<file path="config.mk">
export PLATFORM = sky130hd
export DESIGN_NAME = circular_list_index_engine_flat
export DESIGN_NICKNAME = d
export VERILOG_FILES = /design/src/rtl/clie_pkg.sv /design/src/rtl/clie_if.sv /design/src/rtl/clie_datapath.sv /design/src/rtl/clie_ctrl.sv /design/src/rtl/circular_list_index_engine.sv /design/src/flat_wrapper.sv
export SDC_FILE = /design/constraint.sdc
export NUM_CORES = 2
export LEC_CHECK = 0
export BUFFER_PORTS_ARGS = -buffer_cell sky130_fd_sc_hd__buf_2
export CAP_MARGIN = 40
export CORE_MARGIN = 8
export CORE_UTILIZATION = 45
export DETAILED_ROUTE_END_ITERATION = 16
export RECOVER_POWER = 100
export SLEW_MARGIN = 40
export SYNTH_ARGS = -nofsm -noshare
export SYNTH_HDL_FRONTEND = slang
export SYNTH_HIERARCHICAL = 1
export SYNTH_SLANG_ARGS = --single-unit
</file>
<file path="constraint.sdc">
create_clock -name i_clk -period 12.5 [get_ports i_clk]
set_input_delay 1.875 -clock i_clk [delete_from_list [all_inputs] [get_ports i_clk]]
set_output_delay 1.875 -clock i_clk [all_outputs]
set_load 0.05 [all_outputs]
</file>
<file path="src/rtl/clie_pkg.sv">
`timescale 1ns / 1ps
package clie_pkg;

    localparam int CAPACITY_DEF   = 32;
    localparam int VALUE_BITS_DEF = 32;

    typedef enum logic [2:0] {
        K_PUSH_FRONT = 3'd0,
        K_PUSH_BACK  = 3'd1,
        K_POP_FRONT  = 3'd2,
        K_POP_BACK   = 3'd3,
        K_DELETE     = 3'd4,
        K_INS_BEFORE = 3'd5,
        K_INS_AFTER  = 3'd6,
        K_DUMP       = 3'd7
    } t_kind;

    typedef enum logic [1:0] {
        ST_OK     = 2'd0,
        ST_EMPTY  = 2'd1,
        ST_BADPOS = 2'd2,
        ST_FULL   = 2'd3
    } t_status;

    typedef enum logic [3:0] {
        S_IDLE,
        S_WALK,
        S_UNLINK_RD,
        S_UNLINK_P,
        S_UNLINK_N,
        S_INS_RD,
        S_INS_A,
        S_INS_B,
        S_DUMP_RD,
        S_DUMP_OUT,
        S_RESULT
    } t_state;

    // Commands from the controller to the datapath.
    typedef struct packed {
        logic load;        // capture the accepted beat
        logic walk_start;  // cursor <= head
        logic walk_step;   // cursor <= next[cursor], index++
        logic cur_tail;    // cursor <= prev[head]
        logic rd_cursor;   // read node at cursor
        logic unl_p;       // next[prev] <= next
        logic unl_n;       // prev[next] <= prev, free slot, count--
        logic ins_rd;      // allocate and read neighbor links
        logic ins_a;       // write new node links and value
        logic ins_b;       // patch neighbor links, count++
        logic res_val;     // result value from read data
        logic set_res;     // latch status, result value and last flag
        t_status status;
        logic dump_step;   // cursor to next, index++
    } t_cmd;

    typedef struct packed {
        logic full;
        logic empty;
        logic pos_bad;     // position at or past count
        logic walk_done;   // index equals target
        logic dump_last;   // current dump element is the tail
        t_kind kind;
        logic pos_zero;
    } t_sts;

endpackage

</file>
<file path="src/rtl/clie_if.sv">
`timescale 1ns / 1ps
interface clie_in_if;
    import clie_pkg::*;
    logic        valid;
    logic        ready;
    logic [2:0]  kind;
    logic signed [31:0] value;
    logic [5:0]  position;
    modport source (output valid, kind, value, position, input ready);
    modport sink   (input valid, kind, value, position, output ready);
endinterface

interface clie_out_if;
    logic        valid;
    logic        ready;
    logic [1:0]  status;
    logic signed [31:0] value_res;
    logic        last;
    modport source (output valid, status, value_res, last, input ready);
    modport sink   (input valid, status, value_res, last, output ready);
endinterface

</file>
<file path="src/rtl/clie_datapath.sv">
`timescale 1ns / 1ps
module clie_datapath
    import clie_pkg::*;
#(
    parameter int CAPACITY   = CAPACITY_DEF,
    parameter int VALUE_BITS = VALUE_BITS_DEF
) (
    input  logic                 i_clk,
    input  logic                 i_rst_n,
    input  t_cmd                 i_cmd,
    output t_sts                 o_sts,
    input  logic [2:0]           i_kind,
    input  logic signed [31:0]   i_value,
    input  logic [5:0]           i_position,
    output logic [1:0]           o_status,
    output logic signed [31:0]   o_value_res,
    output logic                 o_last
);
    localparam int SW = (CAPACITY > 1) ? $clog2(CAPACITY) : 1;
    localparam int CW = $clog2(CAPACITY + 1);

    logic [VALUE_BITS-1:0] r_vals [CAPACITY];
    logic [SW-1:0]         r_next [CAPACITY];
    logic [SW-1:0]         r_prev [CAPACITY];

    logic [SW-1:0]  r_head;
    logic [CW-1:0]  r_count;
    logic [CAPACITY-1:0] r_free;
    logic [2:0]     r_kind;
    logic [VALUE_BITS-1:0] r_val;
    logic [5:0]     r_pos;
    logic [5:0]     r_target;
    logic [5:0]     r_idx;
    logic [SW-1:0]  r_cur;
    logic [SW-1:0]  r_new;
    logic [SW-1:0]  r_at;      // node the new one goes before
    logic [SW-1:0]  r_rd_n;
    logic [SW-1:0]  r_rd_p;
    logic [VALUE_BITS-1:0] r_rd_v;
    logic [SW-1:0]  r_head_tail;
    logic [1:0]     r_status;
    logic [31:0]    r_res;
    logic           r_last;
    logic           r_make_head;
    logic           r_was_empty;

    logic [SW-1:0]  n_free_slot;
    logic [VALUE_BITS-1:0] n_sval;
    logic [63:0]    w_ext;

    always_comb begin
        n_free_slot = '0;
        for (int i = CAPACITY - 1; i >= 0; i--) begin
            if (r_free[i]) begin
                n_free_slot = SW'(i);
            end
        end
    end

    always_comb begin
        w_ext  = {{32{i_value[31]}}, i_value};
        n_sval = w_ext[VALUE_BITS-1:0];
    end

    function automatic logic [31:0] out_form(input logic [VALUE_BITS-1:0] v);
        logic [63:0] e;
        e = {{(64-VALUE_BITS){v[VALUE_BITS-1]}}, v};
        return e[31:0];
    endfunction

    always_comb begin
        o_sts.full      = (r_count == CW'(CAPACITY));
        o_sts.empty     = (r_count == '0);
        o_sts.pos_bad   = ({1'b0, r_pos} >= 7'(r_count));
        o_sts.walk_done = (r_idx == r_target);
        o_sts.dump_last = ({1'b0, r_idx} + 7'd1 == 7'(r_count));
        o_sts.kind      = t_kind'(r_kind);
        o_sts.pos_zero  = (r_pos == '0);
    end

    // Control registers.
    always_ff @(posedge i_clk) begin
        if (!i_rst_n) begin
            r_head  <= '0;
            r_count <= '0;
            r_free  <= '1;
        end else begin
            if (i_cmd.unl_n) begin
                r_free[r_cur] <= 1'b1;
                r_count <= r_count - CW'(1);
                if (r_count == CW'(1)) begin
                    r_head <= '0;
                end else if (r_cur == r_head) begin
                    r_head <= r_rd_n;
                end
            end
            if (i_cmd.ins_rd) begin
                r_free[n_free_slot] <= 1'b0;
            end
            if (i_cmd.ins_b) begin
                r_count <= r_count + CW'(1);
                if (r_was_empty || r_make_head) begin
                    r_head <= r_new;
                end
            end
        end
    end

    // Memories and payload.
    always_ff @(posedge i_clk) begin
        if (i_cmd.load) begin
            r_kind <= i_kind;
            r_val  <= n_sval;
            r_pos  <= i_position;
        end
        if (i_cmd.walk_start) begin
            r_cur <= r_head;
            r_idx <= '0;
            r_target <= r_pos;
        end
        if (i_cmd.cur_tail) begin
            r_cur <= r_prev[r_head];
            r_idx <= '0;
        end
        if (i_cmd.walk_step || i_cmd.dump_step) begin
            r_cur <= r_next[r_cur];
            r_idx <= r_idx + 6'd1;
        end
        if (i_cmd.rd_cursor) begin
            r_rd_n <= r_next[r_cur];
            r_rd_p <= r_prev[r_cur];
            r_rd_v <= r_vals[r_cur];
        end
        if (i_cmd.unl_p) begin
            r_next[r_rd_p] <= r_rd_n;
        end
        if (i_cmd.unl_n) begin
            r_prev[r_rd_n] <= r_rd_p;
        end
        if (i_cmd.ins_rd) begin
            // r_cur holds the node to insert before.
            r_new       <= n_free_slot;
            r_at        <= r_cur;
            r_head_tail <= r_prev[r_cur];
            r_was_empty <= (r_count == '0);
        end
        if (i_cmd.ins_a) begin
            r_vals[r_new] <= r_val;
            r_next[r_new] <= r_was_empty ? r_new : r_at;
            r_prev[r_new] <= r_was_empty ? r_new : r_head_tail;
        end
        if (i_cmd.ins_b && !r_was_empty) begin
            r_next[r_head_tail] <= r_new;
            r_prev[r_at]        <= r_new;
        end
        if (i_cmd.load) begin
            r_make_head <= (t_kind'(i_kind) == K_PUSH_FRONT);
        end
        if (i_cmd.set_res) begin
            r_status <= i_cmd.status;
            r_res    <= i_cmd.res_val ? out_form(r_rd_v) : '0;
            r_last   <= (t_kind'(r_kind) != K_DUMP) || o_sts.dump_last
                        || (i_cmd.status != ST_OK);
        end
        if (i_cmd.walk_start && t_kind'(r_kind) == K_INS_BEFORE) begin
            r_make_head <= (r_pos == '0);
        end
    end

    assign o_status    = r_status;
    assign o_value_res = r_res;
    assign o_last      = r_last;
endmodule

</file>
<file path="src/rtl/clie_ctrl.sv">
`timescale 1ns / 1ps
module clie_ctrl
    import clie_pkg::*;
(
    input  logic i_clk,
    input  logic i_rst_n,
    input  logic i_in_valid,
    output logic o_in_ready,
    output logic o_out_valid,
    input  logic i_out_ready,
    input  t_sts i_sts,
    output t_cmd o_cmd
);
    t_state r_state, n_state;
    logic   r_dump;  // result belongs to a dump with more to come
    logic   n_dump;

    always_ff @(posedge i_clk) begin
        if (!i_rst_n) begin
            r_state <= S_IDLE;
            r_dump  <= 1'b0;
        end else begin
            r_state <= n_state;
            r_dump  <= n_dump;
        end
    end

    always_comb begin
        o_cmd       = '0;
        o_cmd.status = ST_OK;
        n_state     = r_state;
        n_dump      = r_dump;
        o_in_ready  = 1'b0;
        o_out_valid = 1'b0;
        case (r_state)
            S_IDLE: begin
                o_in_ready = 1'b1;
                if (i_in_valid) begin
                    o_cmd.load = 1'b1;
                    n_state    = S_WALK;
                end
            end
            S_WALK: begin
                // This state decides the operation; any link walk happens in S_DUMP_RD.
                n_state = S_RESULT;
                o_cmd.set_res = 1'b1;
                case (i_sts.kind)
                    K_PUSH_FRONT, K_PUSH_BACK: begin
                        if (i_sts.full) begin
                            o_cmd.status = ST_FULL;
                        end else begin
                            o_cmd.set_res = 1'b0;
                            o_cmd.walk_start = 1'b1;
                            n_state = S_INS_RD;
                        end
                    end
                    K_POP_FRONT, K_POP_BACK: begin
                        if (i_sts.empty) begin
                            o_cmd.status = ST_EMPTY;
                        end else begin
                            o_cmd.set_res = 1'b0;
                            if (i_sts.kind == K_POP_FRONT) o_cmd.walk_start = 1'b1;
                            else o_cmd.cur_tail = 1'b1;
                            n_state = S_UNLINK_RD;
                        end
                    end
                    K_DELETE: begin
                        if (i_sts.empty) o_cmd.status = ST_EMPTY;
                        else if (i_sts.pos_bad) o_cmd.status = ST_BADPOS;
                        else begin
                            o_cmd.set_res = 1'b0;
                            o_cmd.walk_start = 1'b1;
                            n_state = S_DUMP_RD;
                        end
                    end
                    K_INS_BEFORE: begin
                        if (i_sts.full) o_cmd.status = ST_FULL;
                        else if (!i_sts.empty && !i_sts.pos_zero && i_sts.pos_bad)
                            o_cmd.status = ST_BADPOS;
                        else begin
                            o_cmd.set_res = 1'b0;
                            o_cmd.walk_start = 1'b1;
                            n_state = (i_sts.empty || i_sts.pos_zero) ? S_INS_RD
                                                                      : S_DUMP_RD;
                        end
                    end
                    K_INS_AFTER: begin
                        if (i_sts.empty) o_cmd.status = ST_EMPTY;
                        else if (i_sts.full) o_cmd.status = ST_FULL;
                        else if (i_sts.pos_bad) o_cmd.status = ST_BADPOS;
                        else begin
                            o_cmd.set_res = 1'b0;
                            o_cmd.walk_start = 1'b1;
                            n_state = S_DUMP_RD;
                        end
                    end
                    default: begin
                        if (i_sts.empty) o_cmd.status = ST_EMPTY;
                        else begin
                            o_cmd.set_res = 1'b0;
                            o_cmd.walk_start = 1'b1;
                            n_state = S_DUMP_RD;
                        end
                    end
                endcase
            end
            S_DUMP_RD: begin
                // Dump reads the cursor; other kinds walk until the index matches the target.
                if (i_sts.kind == K_DUMP) begin
                    o_cmd.rd_cursor = 1'b1;
                    n_state = S_DUMP_OUT;
                end else if (!i_sts.walk_done) begin
                    o_cmd.walk_step = 1'b1;
                end else if (i_sts.kind == K_DELETE) begin
                    o_cmd.rd_cursor = 1'b1;
                    n_state = S_UNLINK_P;
                end else if (i_sts.kind == K_INS_AFTER) begin
                    o_cmd.walk_step = 1'b1;
                    n_state = S_INS_RD;
                end else begin
                    n_state = S_INS_RD;
                end
            end
            S_DUMP_OUT: begin
                o_cmd.set_res = 1'b1;
                o_cmd.res_val = 1'b1;
                n_dump  = !i_sts.dump_last;
                n_state = S_RESULT;
            end
            S_UNLINK_RD: begin
                o_cmd.rd_cursor = 1'b1;
                n_state = S_UNLINK_P;
            end
            S_UNLINK_P: begin
                o_cmd.unl_p = 1'b1;
                n_state = S_UNLINK_N;
            end
            S_UNLINK_N: begin
                o_cmd.unl_n   = 1'b1;
                o_cmd.set_res = 1'b1;
                o_cmd.res_val = 1'b1;
                n_state = S_RESULT;
            end
            S_INS_RD: begin
                o_cmd.ins_rd = 1'b1;
                n_state = S_INS_A;
            end
            S_INS_A: begin
                o_cmd.ins_a = 1'b1;
                n_state = S_INS_B;
            end
            S_INS_B: begin
                o_cmd.ins_b   = 1'b1;
                o_cmd.set_res = 1'b1;
                n_state = S_RESULT;
            end
            S_RESULT: begin
                o_out_valid = 1'b1;
                if (i_out_ready) begin
                    if (r_dump) begin
                        o_cmd.dump_step = 1'b1;
                        n_dump  = 1'b0;
                        n_state = S_DUMP_RD;
                    end else begin
                        n_state = S_IDLE;
                    end
                end
            end
            default: n_state = S_IDLE;
        endcase
    end
endmodule

</file>
<file path="src/rtl/circular_list_index_engine.sv">
`timescale 1ns / 1ps
// Status-only results are set while the operation is decoded; pushes, pops and insert before
// at position 0 go straight to the link read and write states; delete, insert after and other
// inserts before first walk the links from the head (up to CAPACITY-1 links).
// Dump follows the next links, one element per result beat, and waits for each beat to be taken.
// One item at a time; the next is taken from the cycle after the last result beat is delivered.
// Synchronous active-low reset empties the list and frees every slot.
module circular_list_index_engine
    import clie_pkg::*;
#(
    parameter int CAPACITY   = CAPACITY_DEF,
    parameter int VALUE_BITS = VALUE_BITS_DEF
) (
    input  logic i_clk,
    input  logic i_rst_n,
    clie_in_if.sink    i_in,
    clie_out_if.source o_out
);
    t_cmd w_cmd;
    t_sts w_sts;

    clie_ctrl u_ctrl (
        .i_clk       (i_clk),
        .i_rst_n     (i_rst_n),
        .i_in_valid  (i_in.valid),
        .o_in_ready  (i_in.ready),
        .o_out_valid (o_out.valid),
        .i_out_ready (o_out.ready),
        .i_sts       (w_sts),
        .o_cmd       (w_cmd)
    );

    clie_datapath #(
        .CAPACITY   (CAPACITY),
        .VALUE_BITS (VALUE_BITS)
    ) u_dp (
        .i_clk       (i_clk),
        .i_rst_n     (i_rst_n),
        .i_cmd       (w_cmd),
        .o_sts       (w_sts),
        .i_kind      (i_in.kind),
        .i_value     (i_in.value),
        .i_position  (i_in.position),
        .o_status    (o_out.status),
        .o_value_res (o_out.value_res),
        .o_last      (o_out.last)
    );
endmodule

</file>
<file path="src/flat_wrapper.sv">
// flat-port wrapper written by rule: the top's interface ports become plain ports
module circular_list_index_engine_flat import clie_pkg::*;
#(
    parameter int CAPACITY   = CAPACITY_DEF,
    parameter int VALUE_BITS = VALUE_BITS_DEF
)
  (i_clk, i_rst_n, i_in_valid, i_in_kind, i_in_value, i_in_position, i_in_ready, o_out_valid, o_out_status, o_out_value_res, o_out_last, o_out_ready);
  clie_in_if i_in_i ();
  clie_out_if o_out_i ();
  input  logic i_clk;
  input  logic i_rst_n;
  input wire logic [$bits(i_in_i.valid)-1:0] i_in_valid;
  input wire logic [$bits(i_in_i.kind)-1:0] i_in_kind;
  input wire logic [$bits(i_in_i.value)-1:0] i_in_value;
  input wire logic [$bits(i_in_i.position)-1:0] i_in_position;
  output wire logic [$bits(i_in_i.ready)-1:0] i_in_ready;
  output wire logic [$bits(o_out_i.valid)-1:0] o_out_valid;
  output wire logic [$bits(o_out_i.status)-1:0] o_out_status;
  output wire logic [$bits(o_out_i.value_res)-1:0] o_out_value_res;
  output wire logic [$bits(o_out_i.last)-1:0] o_out_last;
  input wire logic [$bits(o_out_i.ready)-1:0] o_out_ready;
  assign i_in_i.valid = i_in_valid;
  assign i_in_i.kind = i_in_kind;
  assign i_in_i.value = i_in_value;
  assign i_in_i.position = i_in_position;
  assign i_in_ready = i_in_i.ready;
  assign o_out_valid = o_out_i.valid;
  assign o_out_status = o_out_i.status;
  assign o_out_value_res = o_out_i.value_res;
  assign o_out_last = o_out_i.last;
  assign o_out_i.ready = o_out_ready;
  circular_list_index_engine #(.CAPACITY(CAPACITY), .VALUE_BITS(VALUE_BITS)) u_core (.i_clk(i_clk), .i_rst_n(i_rst_n), .i_in(i_in_i), .o_out(o_out_i));
endmodule
</file>
==> summary.md <==
| Metric | Value |
|---|---|
| CTS Root Cell | clkbuf_16 |
| Top FF cell, synth | edfxtp_1 |
| Final ANT Viol Nets | 0 |
| Maximum number of pins on one net before global-route repair | 85 |
| Cells after Synth | 4645 |
| Wirelength, routed | 195000 microns |
| PwrDens | 203 nW/um^2 |
| Max cap viols | 43 |
| Worst slew pin tran | 4.40 ns |
| Worst path cell trace | clkbuf_1, clkbuf_1, and3_1, nand2_1, clkinv_1, clkbuf_1 |
| Ys async rst share | 0% |
| Synthesized area | 68200 sq um |
| Share of layout cells above drive strength 1 | 15.9% |
| Port buffer count | 81 |
| Syn nets | 4701 |
| Worst clock skew | 0.0399 ns |
| Fmax | 0.122 GHz |
| Final #Nets | 4711 |
| CP arrival | 8.55 ns |
| Setup TNS | 0 ns |
| CP Max Fanout | 45 |
| CTS sink count | 1549 |
| Mean routed wirelength per cell | 28.7 microns |
| CP Capture Type | flip-flop |
| RSZ-0062 raised after global routing | no |
| Sequential area share after synthesis | 67.5% |
| Mapped Avg Cell Area | 14.7 sq um |
| Worst path slowest cell | clkbuf_1 |
| # resized after CTS | 0 |
| Most common cell in the netlist | edfxtp_1 |
| IR drop worst, VDD | 0.131 mV |
| Gr ovfl total | 0 |
| Crit share post-route | 65.8% |
| Placement-stage cell area | 71200 sq um |
| TritonCTS clock tree | built |
| LEAKAGE | 22.7 nW |
| Crit path launch type | flip-flop |
| Post-CTS Setup Inserts | 0 |
| Clock Path Buffers | 3 |
| First-pass GRT wire length | 282000 microns |
| Std-Cell Rows | 143 |
| Post-DP HPWL | 110000 microns |
| Vias per inst | 6.16 |
| Final setup violation count | 0 |
| Final instance area | 75800 sq um |
| Yosys cell types | 77 |
| Reg clk slew, reported paths | 0.06 ns |
| Synth area leader | edfxtp_1 |
| GRT Total Usage | 23.2% |
| Die Width | 405 microns |
| Top post-synthesis cells by count | edfxtp_1, nand2_1, o21ai_0 |
| Die height | 405 microns |
| HP Class | reg -> reg |
| H-tree level count | 4 |
| CTS Buf Count | 159 |
| Initial Util | 45.1% |
| Number of global-route vias before repair | 40653 |
| Final hold vios | 0 |
| Cell repeated most along the worst path | clkbuf_1 |
| Initial antenna violation count | 4 |
| Hold buffers post-CTS | 0 |
| Post-synth EDFFs | 1496 |
| Core Region | 151000 sq um |
| CP peak stage delay | 2.37 ns |
| DRT iter0 DRCs | 5157 |
| Final slew viol count | 1451 |
| Tmin final | 8.22 ns |
| Pre-antenna DRT Iters | 6 |
| Failing checks | max-capacitance violations, max-slew violations |
| Yosys reg bits | 1549 |
| DIE AREA | 164000 sq um |
| RePlAce Congestion | 0.913 |
| DRC viols | 0 |
| Rel. slew slack | -193% |
| CP required | 12.83 ns |
| Area Growth Syn to Fin | 11.2% |
| Routed via count | 41937 |
| Status | finished, violations left |
| Clk_lat worst skew | 0.81 ns |
| Synth warn | 6 |
| Yosys top cell area share | 65.9% |
| Final Power | 0.0154 W |
| IO Pins | 82 |
| Top cells by area, synth | edfxtp_1, mux4_2, o21ai_0 |
| Setup Crit Path Kind | reg -> reg |
[registers in the layout, indices dropped and copies added (netlist names), 32 cells and up, named ones only]
signal                   cells
u_core/u_dp/r_vals        1024
u_core/u_dp/r_next         160
u_core/u_dp/r_prev         160
u_core/u_dp/o_value_res     32
u_core/u_dp/r_free          32
u_core/u_dp/r_rd_v          32
u_core/u_dp/r_val           32
[placed cells by master, fill, tap and decap left out, types with 43 or more instances in the layout]
cell type	count
a21oi_1	223
a22oi_1	133
buf_4	57
clkbuf_1	168
clkbuf_16	159
clkinv_1	47
dfxtp_1	50
edfxtp_1	1496
mux4_2	383
nand2_1	548
nor2_1	360
o21ai_0	502
or3_1	43
[metal layers]
layer,track usage [%],vias up,wire [microns]
li1,-,18056,-
met3,4.31,435,17800
met5,0,-,27
met4,8.21,4,7410
met2,37.0,2188,91400
met1,32.3,21254,78600
[per-stage QoR]
step / setup slack [ns] / utilization (%) / hold slack [ns] / std cells
global route: 4.19 / 50.1 / 0.506 / 6806
detailed placement: 8.28 / 47.1 / 0.479 / 6505
global placement: 8.30 / 46.8 / 0.468 / 6475
CTS: 8.24 / 50.5 / 0.488 / 6787
finish: 4.28 / 50.1 / 0.493 / 6807
floorplan: 7.38 / - / 0.421 / 4645
[layout make-up]
type,instances,area [sq um]
sequential,1549,46000
clock inverter,84,977
multi-input combinational,2676,20700
timing repair buffer,232,1280
clock buffer,198,4130
inverter,37,139
antenna,1,2.50
fill,12556,75400
tap,2030,2540
[report_power, final]
part	internal, W	total (W)	leakage, nW	switching, W
Combinational	0.00153	0.00400	6.33	0.00247
Sequential	0.00641	0.00670	13.9	0.000297
Clock	0.00264	0.00467	2.46	0.00203
Total	0.0106	0.0154	22.7	0.00480
[cells by family after synthesis]
group,after synthesis,synth area share [%]
compound gates,982,8.25
mux,422,13.2
buf+inv,420,2.47
fa+ha+maj,11,0.202
xor+xnor,24,0.308
simple gates,1237,8.06
flops,1549,67.5
[worst max-delay path, delay by kind of cell, from the launching register on]
family                 cells  cell delay (ns)
buffers and inverters      4             6.19
and+or+nand+nor            2             1.10
DFF                        1             0.33
[final timing paths]
check / startpoint / endpoint / slack [ns] / depth (start not counted)
setup / recovery: u_core/u_dp/r_new[0]$_DFFE_PP_ / u_core/u_dp/r_vals[11][21]$_DFFE_PP_ / 4.28 / 6
hold / removal: u_core/u_dp/r_pos[0]$_DFFE_PP_ / u_core/u_dp/r_target[0]$_DFFE_PP_ / 0.49 / 0
setup reg to reg: u_core/u_dp/r_new[0]$_DFFE_PP_ / u_core/u_dp/r_vals[11][21]$_DFFE_PP_ / 4.28 / 6
hold reg to reg: u_core/u_dp/r_pos[0]$_DFFE_PP_ / u_core/u_dp/r_target[0]$_DFFE_PP_ / 0.49 / 0
No activity file was read; power rests on OpenSTA's default activity.
